**config.mk**
```make
export PLATFORM = sky130hd
export DESIGN_NAME = ultrasonic_level_ranger
export DESIGN_NICKNAME = d
export VERILOG_FILES = /design/src/hdl/ulr_pkg.sv /design/src/hdl/ulr_seq.sv /design/src/hdl/ulr_classify.sv /design/src/hdl/ultrasonic_level_ranger.sv
export SDC_FILE = /design/constraint.sdc
export NUM_CORES = 1
export LEC_CHECK = 0
export BUFFER_PORTS_ARGS = -buffer_cell sky130_fd_sc_hd__buf_2
export CAP_MARGIN = 20
export CORE_AREA = 4 4 197 199
export DETAILED_ROUTE_END_ITERATION = 10
export DIE_AREA = 0 0 201 203
export GPL_TIMING_DRIVEN = 0
export HOLD_SLACK_MARGIN = 0.15
export PLACE_DENSITY_LB_ADDON = 0.3
export SKIP_LAST_GASP = 1
export SLEW_MARGIN = 0
export SYNTH_ARGS = -nofsm -noshare
export SYNTH_HDL_FRONTEND = slang
export SYNTH_HIERARCHICAL = 1
export SYNTH_SLANG_ARGS = --single-unit
```
**constraint.sdc**
```tcl
create_clock -name clk_i -period 10.43 [get_ports clk_i]
set_clock_uncertainty 0.15 [all_clocks]
set_input_delay 3.129 -clock clk_i [delete_from_list [all_inputs] [get_ports clk_i]]
set_output_delay 3.129 -clock clk_i [all_outputs]
set_load 0.02 [all_outputs]
```
**src/hdl/ulr_pkg.sv**
```systemverilog
`timescale 1ns / 1ps
package ulr_pkg;

  localparam int unsigned COUNT_BITS_DEF = 16;

  // APB register map: one 32-bit register every 4 bytes
  localparam int unsigned APB_ADDR_W = 4;
  localparam int unsigned APB_DATA_W = 32;

  localparam logic [1:0] REG_TRIG_TICKS  = 2'd0;
  localparam logic [1:0] REG_ECHO_TMO    = 2'd1;
  localparam logic [1:0] REG_TANK_HEIGHT = 2'd2;
  localparam logic [1:0] REG_HALF_SPEED  = 2'd3;

  localparam logic [7:0]  TRIG_TICKS_RST  = 8'd10;
  localparam logic [15:0] ECHO_TMO_RST    = 16'd40000;
  localparam logic [7:0]  TANK_HEIGHT_RST = 8'd50;
  localparam logic [15:0] HALF_SPEED_RST  = 16'd1124;

  localparam logic [1:0] STATUS_OK      = 2'd0;
  localparam logic [1:0] STATUS_NEG     = 2'd1;
  localparam logic [1:0] STATUS_TIMEOUT = 2'd2;

  // Upper level bound of bands 0 to 4, in cm; band 5 takes every higher level
  localparam logic [7:0] BAND0_MAX = 8'd2;
  localparam logic [7:0] BAND1_MAX = 8'd10;
  localparam logic [7:0] BAND2_MAX = 8'd25;
  localparam logic [7:0] BAND3_MAX = 8'd35;
  localparam logic [7:0] BAND4_MAX = 8'd46;

  localparam logic [2:0] BAND_0   = 3'd0;
  localparam logic [2:0] BAND_1   = 3'd1;
  localparam logic [2:0] BAND_2   = 3'd2;
  localparam logic [2:0] BAND_3   = 3'd3;
  localparam logic [2:0] BAND_4   = 3'd4;
  localparam logic [2:0] BAND_5   = 3'd5;

  typedef enum logic [1:0] {
    PH_IDLE,
    PH_TRIG,
    PH_WAIT,
    PH_ECHO
  } phase_e;

  typedef struct packed {
    logic start_request;
    logic echo_level;
  } ulr_in_t;

  typedef struct packed {
    logic        trigger_level;
    logic        result_valid;
    logic [2:0]  level_band;
    logic [1:0]  status;
    logic [15:0] echo_width;
  } ulr_out_t;

  // Per-tick event from the sequencer
  typedef struct packed {
    logic trig;
    logic done;
    logic timeout;
  } ulr_evt_t;

endpackage

```
**src/hdl/ulr_seq.sv**
```systemverilog
`timescale 1ns / 1ps
module ulr_seq #(
  parameter int unsigned CountBits = ulr_pkg::COUNT_BITS_DEF
) (
  input  logic                 clk_i,
  input  logic                 rst_ni,
  input  logic                 advance_i,
  input  ulr_pkg::ulr_in_t     tick_i,
  input  logic [7:0]           trig_ticks_i,
  input  logic [15:0]          echo_tmo_i,
  output ulr_pkg::ulr_evt_t    evt_o,
  output logic [CountBits-1:0] count_o
);

  localparam int unsigned WideW = (CountBits > 16) ? CountBits : 16;
  localparam logic [CountBits-1:0] CntMax = '1;
  localparam logic [CountBits-1:0] CntOne = CountBits'(1);

  ulr_pkg::phase_e      phase_q, phase_d;
  logic [CountBits-1:0] count_q, count_d;
  logic [CountBits-1:0] cnt_inc;
  logic                 trig_hit;
  logic                 tmo_hit;
  logic                 start_hit;

  // Saturating increment and its limit checks
  assign cnt_inc   = (count_q == CntMax) ? count_q : count_q + CntOne;
  assign trig_hit  = (WideW'(cnt_inc) >= WideW'(trig_ticks_i)) || (cnt_inc == CntMax);
  assign tmo_hit   = (WideW'(cnt_inc) >= WideW'(echo_tmo_i)) || (cnt_inc == CntMax);
  assign start_hit = (WideW'(CntOne) >= WideW'(trig_ticks_i));

  always_comb begin
    phase_d = phase_q;
    count_d = count_q;
    unique case (phase_q)
      ulr_pkg::PH_IDLE: begin
        if (tick_i.start_request) begin
          if (start_hit) begin
            phase_d = ulr_pkg::PH_WAIT;
            count_d = '0;
          end else begin
            phase_d = ulr_pkg::PH_TRIG;
            count_d = CntOne;
          end
        end
      end
      ulr_pkg::PH_TRIG: begin
        count_d = cnt_inc;
        if (trig_hit) begin
          phase_d = ulr_pkg::PH_WAIT;
          count_d = '0;
        end
      end
      ulr_pkg::PH_WAIT: begin
        if (tick_i.echo_level) begin
          phase_d = ulr_pkg::PH_ECHO;
          count_d = CntOne;
        end else if (tmo_hit) begin
          phase_d = ulr_pkg::PH_IDLE;
          count_d = '0;
        end else begin
          count_d = cnt_inc;
        end
      end
      ulr_pkg::PH_ECHO: begin
        if (!tick_i.echo_level || tmo_hit) begin
          phase_d = ulr_pkg::PH_IDLE;
          count_d = '0;
        end else begin
          count_d = cnt_inc;
        end
      end
      default: begin
        phase_d = ulr_pkg::PH_IDLE;
        count_d = '0;
      end
    endcase
  end

  always_comb begin
    evt_o   = '0;
    count_o = cnt_inc;
    unique case (phase_q)
      ulr_pkg::PH_IDLE: begin
        evt_o.trig = tick_i.start_request;
      end
      ulr_pkg::PH_TRIG: begin
        evt_o.trig = 1'b1;
      end
      ulr_pkg::PH_WAIT: begin
        evt_o.done    = !tick_i.echo_level && tmo_hit;
        evt_o.timeout = !tick_i.echo_level && tmo_hit;
      end
      ulr_pkg::PH_ECHO: begin
        evt_o.done    = !tick_i.echo_level || tmo_hit;
        evt_o.timeout = tick_i.echo_level && tmo_hit;
        // falling edge reports the width counted so far
        if (!tick_i.echo_level) begin
          count_o = count_q;
        end
      end
      default: begin
        evt_o = '0;
      end
    endcase
  end

  always_ff @(posedge clk_i or negedge rst_ni) begin
    if (!rst_ni) begin
      phase_q <= ulr_pkg::PH_IDLE;
      count_q <= '0;
    end else if (advance_i) begin
      phase_q <= phase_d;
      count_q <= count_d;
    end
  end

endmodule

```
**src/hdl/ulr_classify.sv**
```systemverilog
`timescale 1ns / 1ps
module ulr_classify #(
  parameter int unsigned CountBits = ulr_pkg::COUNT_BITS_DEF
) (
  input  ulr_pkg::ulr_evt_t    evt_i,
  input  logic [CountBits-1:0] count_i,
  input  logic [7:0]           tank_height_i,
  input  logic [15:0]          half_speed_i,
  input  logic [2:0]           last_band_i,
  input  logic [1:0]           last_status_i,
  output logic [2:0]           band_o,
  output logic [1:0]           status_o,
  output logic [15:0]          width_o
);

  localparam int unsigned ProdW = CountBits + 16;
  localparam int unsigned ExtW  = ProdW + 1;
  localparam int unsigned WideW = (CountBits > 16) ? CountBits : 16;

  logic [ProdW-1:0] dist_raw;
  logic [ExtW-1:0]  dist_e;
  logic [ExtW-1:0]  top_e;
  logic [ExtW-1:0]  diff_e;
  logic             below;
  logic             deep;
  logic [7:0]       level;
  logic [2:0]       band;
  logic [WideW-1:0] count_w;

  // Distance in Q16 cm, tank top in Q16 cm
  assign dist_raw = ProdW'(count_i) * ProdW'(half_speed_i);
  assign dist_e   = ExtW'(dist_raw);
  assign top_e    = ExtW'({tank_height_i, 16'h0000});
  assign diff_e   = top_e - dist_e;
  assign below    = dist_e > top_e;
  assign deep     = dist_e >= (top_e + ExtW'(17'h10000));
  assign level    = below ? 8'd0 : diff_e[23:16];

  always_comb begin
    if (level <= ulr_pkg::BAND0_MAX) begin
      band = ulr_pkg::BAND_0;
    end else if (level <= ulr_pkg::BAND1_MAX) begin
      band = ulr_pkg::BAND_1;
    end else if (level <= ulr_pkg::BAND2_MAX) begin
      band = ulr_pkg::BAND_2;
    end else if (level <= ulr_pkg::BAND3_MAX) begin
      band = ulr_pkg::BAND_3;
    end else if (level <= ulr_pkg::BAND4_MAX) begin
      band = ulr_pkg::BAND_4;
    end else begin
      band = ulr_pkg::BAND_5;
    end
  end

  always_comb begin
    band_o   = last_band_i;
    status_o = last_status_i;
    if (evt_i.done) begin
      if (evt_i.timeout) begin
        band_o   = ulr_pkg::BAND_0;
        status_o = ulr_pkg::STATUS_TIMEOUT;
      end else if (deep) begin
        band_o   = ulr_pkg::BAND_0;
        status_o = ulr_pkg::STATUS_NEG;
      end else begin
        band_o   = band;
        status_o = ulr_pkg::STATUS_OK;
      end
    end
  end

  // Saturate the reported width to 16 bits
  assign count_w = WideW'(count_i);
  always_comb begin
    width_o = '0;
    if (evt_i.done) begin
      width_o = (count_w > WideW'(16'hFFFF)) ? 16'hFFFF : count_w[15:0];
    end
  end

endmodule

```
**src/hdl/ultrasonic_level_ranger.sv**
```systemverilog
`timescale 1ns / 1ps
// Ultrasonic level ranger: trigger / echo controller for an HC-SR04 style sensor.
// Input channel (in_valid_i / in_ready_o / in_data_i): one request per
// microsecond tick, carrying start_request and the sampled echo pin level.
// Output channel (out_valid_o / out_ready_i / out_data_o): one result per
// request: trigger pin level, a result_valid flag on the tick a measurement
// ends, the held level band and status, and the echo width in ticks.
// APB port sets trigger length, echo timeout, tank height and the Q16 cm per
// tick factor; write it only while no request is in flight.
// Path: a result goes from the sequencer step into the event register, then
// through classification into the output register. Throughput: one request
// per cycle while out_ready_i does not stall the output, set by the
// sequencer step and the one 16-bit-factor multiply in the classify stage.
// Stall: the event register and output register hold two results, so one
// request is still taken while a finished result waits on out_ready_i.
// Reset: sequencer goes idle with a zero count, band and status read zero,
// registers take their default values. No clearing pass is needed.
module ultrasonic_level_ranger #(
  parameter int unsigned CountBits = ulr_pkg::COUNT_BITS_DEF
) (
  input  logic                            clk_i,
  input  logic                            rst_ni,
  input  logic                            in_valid_i,
  output logic                            in_ready_o,
  input  ulr_pkg::ulr_in_t                in_data_i,
  output logic                            out_valid_o,
  input  logic                            out_ready_i,
  output ulr_pkg::ulr_out_t               out_data_o,
  input  logic                            psel,
  input  logic                            penable,
  input  logic                            pwrite,
  input  logic [ulr_pkg::APB_ADDR_W-1:0]  paddr,
  input  logic [ulr_pkg::APB_DATA_W-1:0]  pwdata,
  output logic [ulr_pkg::APB_DATA_W-1:0]  prdata,
  output logic                            pready
);

  // Configuration registers
  logic [7:0]  trig_ticks_q;
  logic [15:0] echo_tmo_q;
  logic [7:0]  tank_height_q;
  logic [15:0] half_speed_q;
  logic [1:0]  reg_idx;
  logic        cfg_wr;

  // Handshake and stage control
  logic in_fire;
  logic s1_move;
  logic out_move;

  // Sequencer outputs and event register
  ulr_pkg::ulr_evt_t    evt;
  logic [CountBits-1:0] evt_count;
  logic                 s1_valid_q;
  ulr_pkg::ulr_evt_t    s1_evt_q;
  logic [CountBits-1:0] s1_count_q;

  // Classification results and output register
  logic [2:0]        band_d;
  logic [1:0]        status_d;
  logic [15:0]       width_d;
  logic [2:0]        last_band_q;
  logic [1:0]        last_status_q;
  logic              out_valid_q;
  ulr_pkg::ulr_out_t out_data_q;

  // ---------------------------------------------------------------------------
  // APB register file: zero-wait, write on the access phase
  // ---------------------------------------------------------------------------
  assign pready  = 1'b1;
  assign reg_idx = paddr[3:2];
  assign cfg_wr  = psel && penable && pwrite && pready;

  always_ff @(posedge clk_i or negedge rst_ni) begin
    if (!rst_ni) begin
      trig_ticks_q  <= ulr_pkg::TRIG_TICKS_RST;
      echo_tmo_q    <= ulr_pkg::ECHO_TMO_RST;
      tank_height_q <= ulr_pkg::TANK_HEIGHT_RST;
      half_speed_q  <= ulr_pkg::HALF_SPEED_RST;
    end else if (cfg_wr) begin
      unique case (reg_idx)
        ulr_pkg::REG_TRIG_TICKS:  trig_ticks_q  <= pwdata[7:0];
        ulr_pkg::REG_ECHO_TMO:    echo_tmo_q    <= pwdata[15:0];
        ulr_pkg::REG_TANK_HEIGHT: tank_height_q <= pwdata[7:0];
        ulr_pkg::REG_HALF_SPEED:  half_speed_q  <= pwdata[15:0];
        default: ;
      endcase
    end
  end

  always_comb begin
    prdata = '0;
    unique case (reg_idx)
      ulr_pkg::REG_TRIG_TICKS:  prdata = ulr_pkg::APB_DATA_W'(trig_ticks_q);
      ulr_pkg::REG_ECHO_TMO:    prdata = ulr_pkg::APB_DATA_W'(echo_tmo_q);
      ulr_pkg::REG_TANK_HEIGHT: prdata = ulr_pkg::APB_DATA_W'(tank_height_q);
      ulr_pkg::REG_HALF_SPEED:  prdata = ulr_pkg::APB_DATA_W'(half_speed_q);
      default:                  prdata = '0;
    endcase
  end

  // ---------------------------------------------------------------------------
  // Flow control: output register drains first, the event register moves into
  // it, and a new request enters whenever the event register is free or moving.
  // ---------------------------------------------------------------------------
  assign out_move   = !out_valid_q || out_ready_i;
  assign s1_move    = s1_valid_q && out_move;
  assign in_ready_o = !s1_valid_q || out_move;
  assign in_fire    = in_valid_i && in_ready_o;

  // Sequencer: one state step per accepted request
  ulr_seq #(
    .CountBits(CountBits)
  ) u_seq (
    .clk_i       (clk_i),
    .rst_ni      (rst_ni),
    .advance_i   (in_fire),
    .tick_i      (in_data_i),
    .trig_ticks_i(trig_ticks_q),
    .echo_tmo_i  (echo_tmo_q),
    .evt_o       (evt),
    .count_o     (evt_count)
  );

  always_ff @(posedge clk_i or negedge rst_ni) begin
    if (!rst_ni) begin
      s1_valid_q <= 1'b0;
    end else if (in_fire) begin
      s1_valid_q <= 1'b1;
    end else if (s1_move) begin
      s1_valid_q <= 1'b0;
    end
  end

  // Capture the event with the count to report
  always_ff @(posedge clk_i) begin
    if (in_fire) begin
      s1_evt_q   <= evt;
      s1_count_q <= evt_count;
    end
  end

  // Classify: distance, level, band and status for a finished measurement
  ulr_classify #(
    .CountBits(CountBits)
  ) u_classify (
    .evt_i        (s1_evt_q),
    .count_i      (s1_count_q),
    .tank_height_i(tank_height_q),
    .half_speed_i (half_speed_q),
    .last_band_i  (last_band_q),
    .last_status_i(last_status_q),
    .band_o       (band_d),
    .status_o     (status_d),
    .width_o      (width_d)
  );

  // Band and status stay on the outputs until the next measurement ends
  always_ff @(posedge clk_i or negedge rst_ni) begin
    if (!rst_ni) begin
      last_band_q   <= ulr_pkg::BAND_0;
      last_status_q <= ulr_pkg::STATUS_OK;
      out_valid_q   <= 1'b0;
    end else begin
      if (s1_move) begin
        last_band_q   <= band_d;
        last_status_q <= status_d;
        out_valid_q   <= 1'b1;
      end else if (out_ready_i) begin
        out_valid_q   <= 1'b0;
      end
    end
  end

  always_ff @(posedge clk_i) begin
    if (s1_move) begin
      out_data_q.trigger_level <= s1_evt_q.trig;
      out_data_q.result_valid  <= s1_evt_q.done;
      out_data_q.level_band    <= band_d;
      out_data_q.status        <= status_d;
      out_data_q.echo_width    <= width_d;
    end
  end

  assign out_valid_o = out_valid_q;
  assign out_data_o  = out_data_q;

endmodule

```
==> out/metrics.csv <==
metric,value,unit
Clock Path Buffers,2,
Critical Path RT,10.58,ns
via/cell ratio,5.51,
slowest CP cell,dfrtp_1,
CTS Sinks,115,
share of cells above drive strength 1,13.4,%
DRC violations left,0,
post-route clock period utilization,89.7,%
cts repair resizes,0,
CTS buffer count,17,
RSZ-0062 raised after global routing,no,
hpwl dp,35.0,mm
worst min path class,flip-flop to flip-flop,
clk_lat worst skew,0.43,ns
ys async rst share,63.5,%
initial antenna violation count,1,
hold buffer count at cts,0,
Synth Area in Simple Gates,18.0,%
Max Cap Violations,0,
placed inst area,17200,um^2
CTS tree,done,
Synth Area per Inst,9.43,um^2
Worst-Margin Slew,0.756,ns
Nets,2207,
Port Buf Inserts,67,
postcts setup bufs,0,
"Seq/Total Area, Yosys",19.2,%
first-pass GRT wire length,70.7,mm
Peak Freq,107,MHz
Synth Area in XOR/XNOR,2.93,%
library cells used by synthesis,93,
fin area,17800,um^2
Max-slew headroom,49.6,%
number of synthesized flops with an enable pin,42,
Vias,12699,
worst hold slack,0.277,ns
GRT Total Usage,21.7,%
final core occ,47.9,%
Syn Inst Count,1712,
Die Area,40800,um^2
CP arrival,9.51,ns
Starting Density,43.4,%
Worst path max stage delay,0.62,ns
Die H,203,um
Post-Route WL,44.1,mm
final setup vio count,0,
htree depth,4,
Worst Path Max Fanout,10,
Synth Area in Compound Gates,8.70,%
Root Buffer,clkbuf_16,
row count,71,
kind of critical path,flip-flop to flip-flop,
grt ovf,0,
P&R area growth vs syn,10.4,%
CORE AREA,37200,um^2
"CTS clk-pin slew, worst paths",0.06,ns
filler cell count,3509,
Top Ports,103,
final hold viol count,0,
Final TNS setup,0,ns
post-route antenna net violation count,0,
status,completed,
largest family of logic cells by synthesized area,adder cells,
multiplexer area fraction after synthesis,6.01,%
top_reg_cell synth,dfrtp_1,
gpl congestion,0.897,
drt pass-1 iters,6,
Yosys reg bits,115,
Die W,201,um
largest net degree at the start of global routing,64,
Post-Synth Adder-Cell Area,35.8,%
Startpoint Class,flip-flop,
Worst Setup End Kind,flip-flop,
Post-Syn Area,16100,um^2
yosys warns,6,
1st-iter DRT viols,978,
crit path time final,9.36,ns
WL/cell,19.1,um
vias in the first global route,12965,
max-slew violation count,0,
Worst path most repeated cell,fa_1,
critical path, delay by kind of cell (launching register included):
kind | cells | cell delay (ns)
and+or+nand+nor | 2 | 0.43
muxes | 1 | 0.26
adders and majority gates | 8 | 3.78
buffers and inverters | 7 | 1.37
DFF | 1 | 0.62
AOI/OAI and AO/OA | 9 | 1.92
xor gates and xnor gates | 2 | 0.68
synth_stat cells (7+ instances only):
master | number | share of area [%]
dfstp_2 | 14 | 2.3
nor4_1 | 11 | 0.43
mux2i_1 | 14 | 0.87
a21o_1 | 16 | 0.74
edfxtp_1 | 42 | 7.8
mux4_2 | 7 | 0.98
buf_4 | 21 | 0.98
xor2_1 | 21 | 1.1
dfrtp_1 | 59 | 9.1
or3_1 | 7 | 0.27
o31ai_1 | 7 | 0.33
xnor2_1 | 33 | 1.8
and3_1 | 8 | 0.31
fa_1 | 194 | 24
mux2_2 | 56 | 3.9
clkbuf_1 | 56 | 1.3
a211oi_1 | 8 | 0.37
inv_1 | 271 | 6.3
nand2_1 | 189 | 4.4
nor3_1 | 13 | 0.40
nand3_1 | 28 | 0.87
o21ai_0 | 62 | 1.9
a21oi_1 | 44 | 1.4
a31oi_1 | 7 | 0.27
buf_2 | 10 | 0.31
nor2b_1 | 18 | 0.70
nor2_1 | 43 | 1.0
ha_1 | 152 | 12
o21a_1 | 12 | 0.56
nand2b_1 | 13 | 0.50
nand4_1 | 26 | 1.0
and2_1 | 150 | 5.8
placed cells by master (no fill, tap or decap), types with 26 or more instances in the layout:
cell,n
inv_1,271
fa_1,194
nand2_1,189
ha_1,152
and2_1,150
buf_2,76
o21ai_0,62
dfrtp_1,59
clkbuf_1,57
mux2_2,56
a21oi_1,44
nor2_1,43
edfxtp_1,42
xnor2_1,33
nand3_1,28
nand4_1,26
final timing paths:
kind                                  from                 to  slack (ns)  cells past startpoint
setup / recovery           half_speed_q[9]     last_band_q[1]        1.07                     29
hold / removal                 s1_evt_q[2]     out_data_o[22]        0.28                      0
setup reg to reg           half_speed_q[9]     last_band_q[1]        1.07                     29
hold reg to reg                s1_evt_q[2]     out_data_o[22]        0.28                      0
max in group asynchronous           rst_ni      echo_tmo_q[6]        7.11                      2
min in group asynchronous           rst_ni  u_seq/count_q[14]        2.40                      1
area by class of cell:
cell class	instances	area, um^2	share of cell area [%]
Multi-Input combinational cell	1249	11600	65.1
Sequential cell	115	3110	17.4
Inverter	271	1020	5.71
Tap cell	474	593	3.33
Buffer	92	477	2.67
Clock buffer	19	454	2.55
Timing Repair Buffer	70	420	2.36
Clock inverter	13	156	0.877
Antenna cell	2	5.00	0.0281
logic make-up after synthesis:
family / Yosys count
and+or+nand+nor: 542
buffers and inverters: 363
adders and majority gates: 346
AOI/OAI and AO/OA: 211
DFF: 115
muxes: 79
xor gates and xnor gates: 54
other: 2
flip-flops by register name (all words and copies together), names as in the netlist, 3 cells and up:
name and flops:
echo_tmo_q 16, half_speed_q 16, last_band_q 3, out_data_o 23, s1_count_q 16, s1_evt_q 3, tank_height_q 8, trig_ticks_q 8
u_seq/count_q 16
through the flow:
stage / instances / worst slack, ns
6_report: 2305 / 1.07
5_1_grt: 2303 / 0.623
4_1_cts: 2301 / 1.19
3_5_place_dp: 2269 / 1.24
3_3_place_gp: 2268 / 1.25
2_1_floorplan: 1727 / 2.54
routing by layer:
| layer | vias to the layer above | share of wire [%] | GRT usage (%) |
|---|---|---|---|
| met5 | - | 0.016 | 0 |
| met4 | 2 | 2.0 | 4.60 |
| met3 | 54 | 6.3 | 3.02 |
| met2 | 470 | 48 | 36.4 |
| met1 | 6381 | 44 | 30.3 |
| li1 | 5792 | - | - |
Power is left out: the tool's default activity adds up to more than one toggle a clock period on the data nets, which glitch-free logic cannot reach.
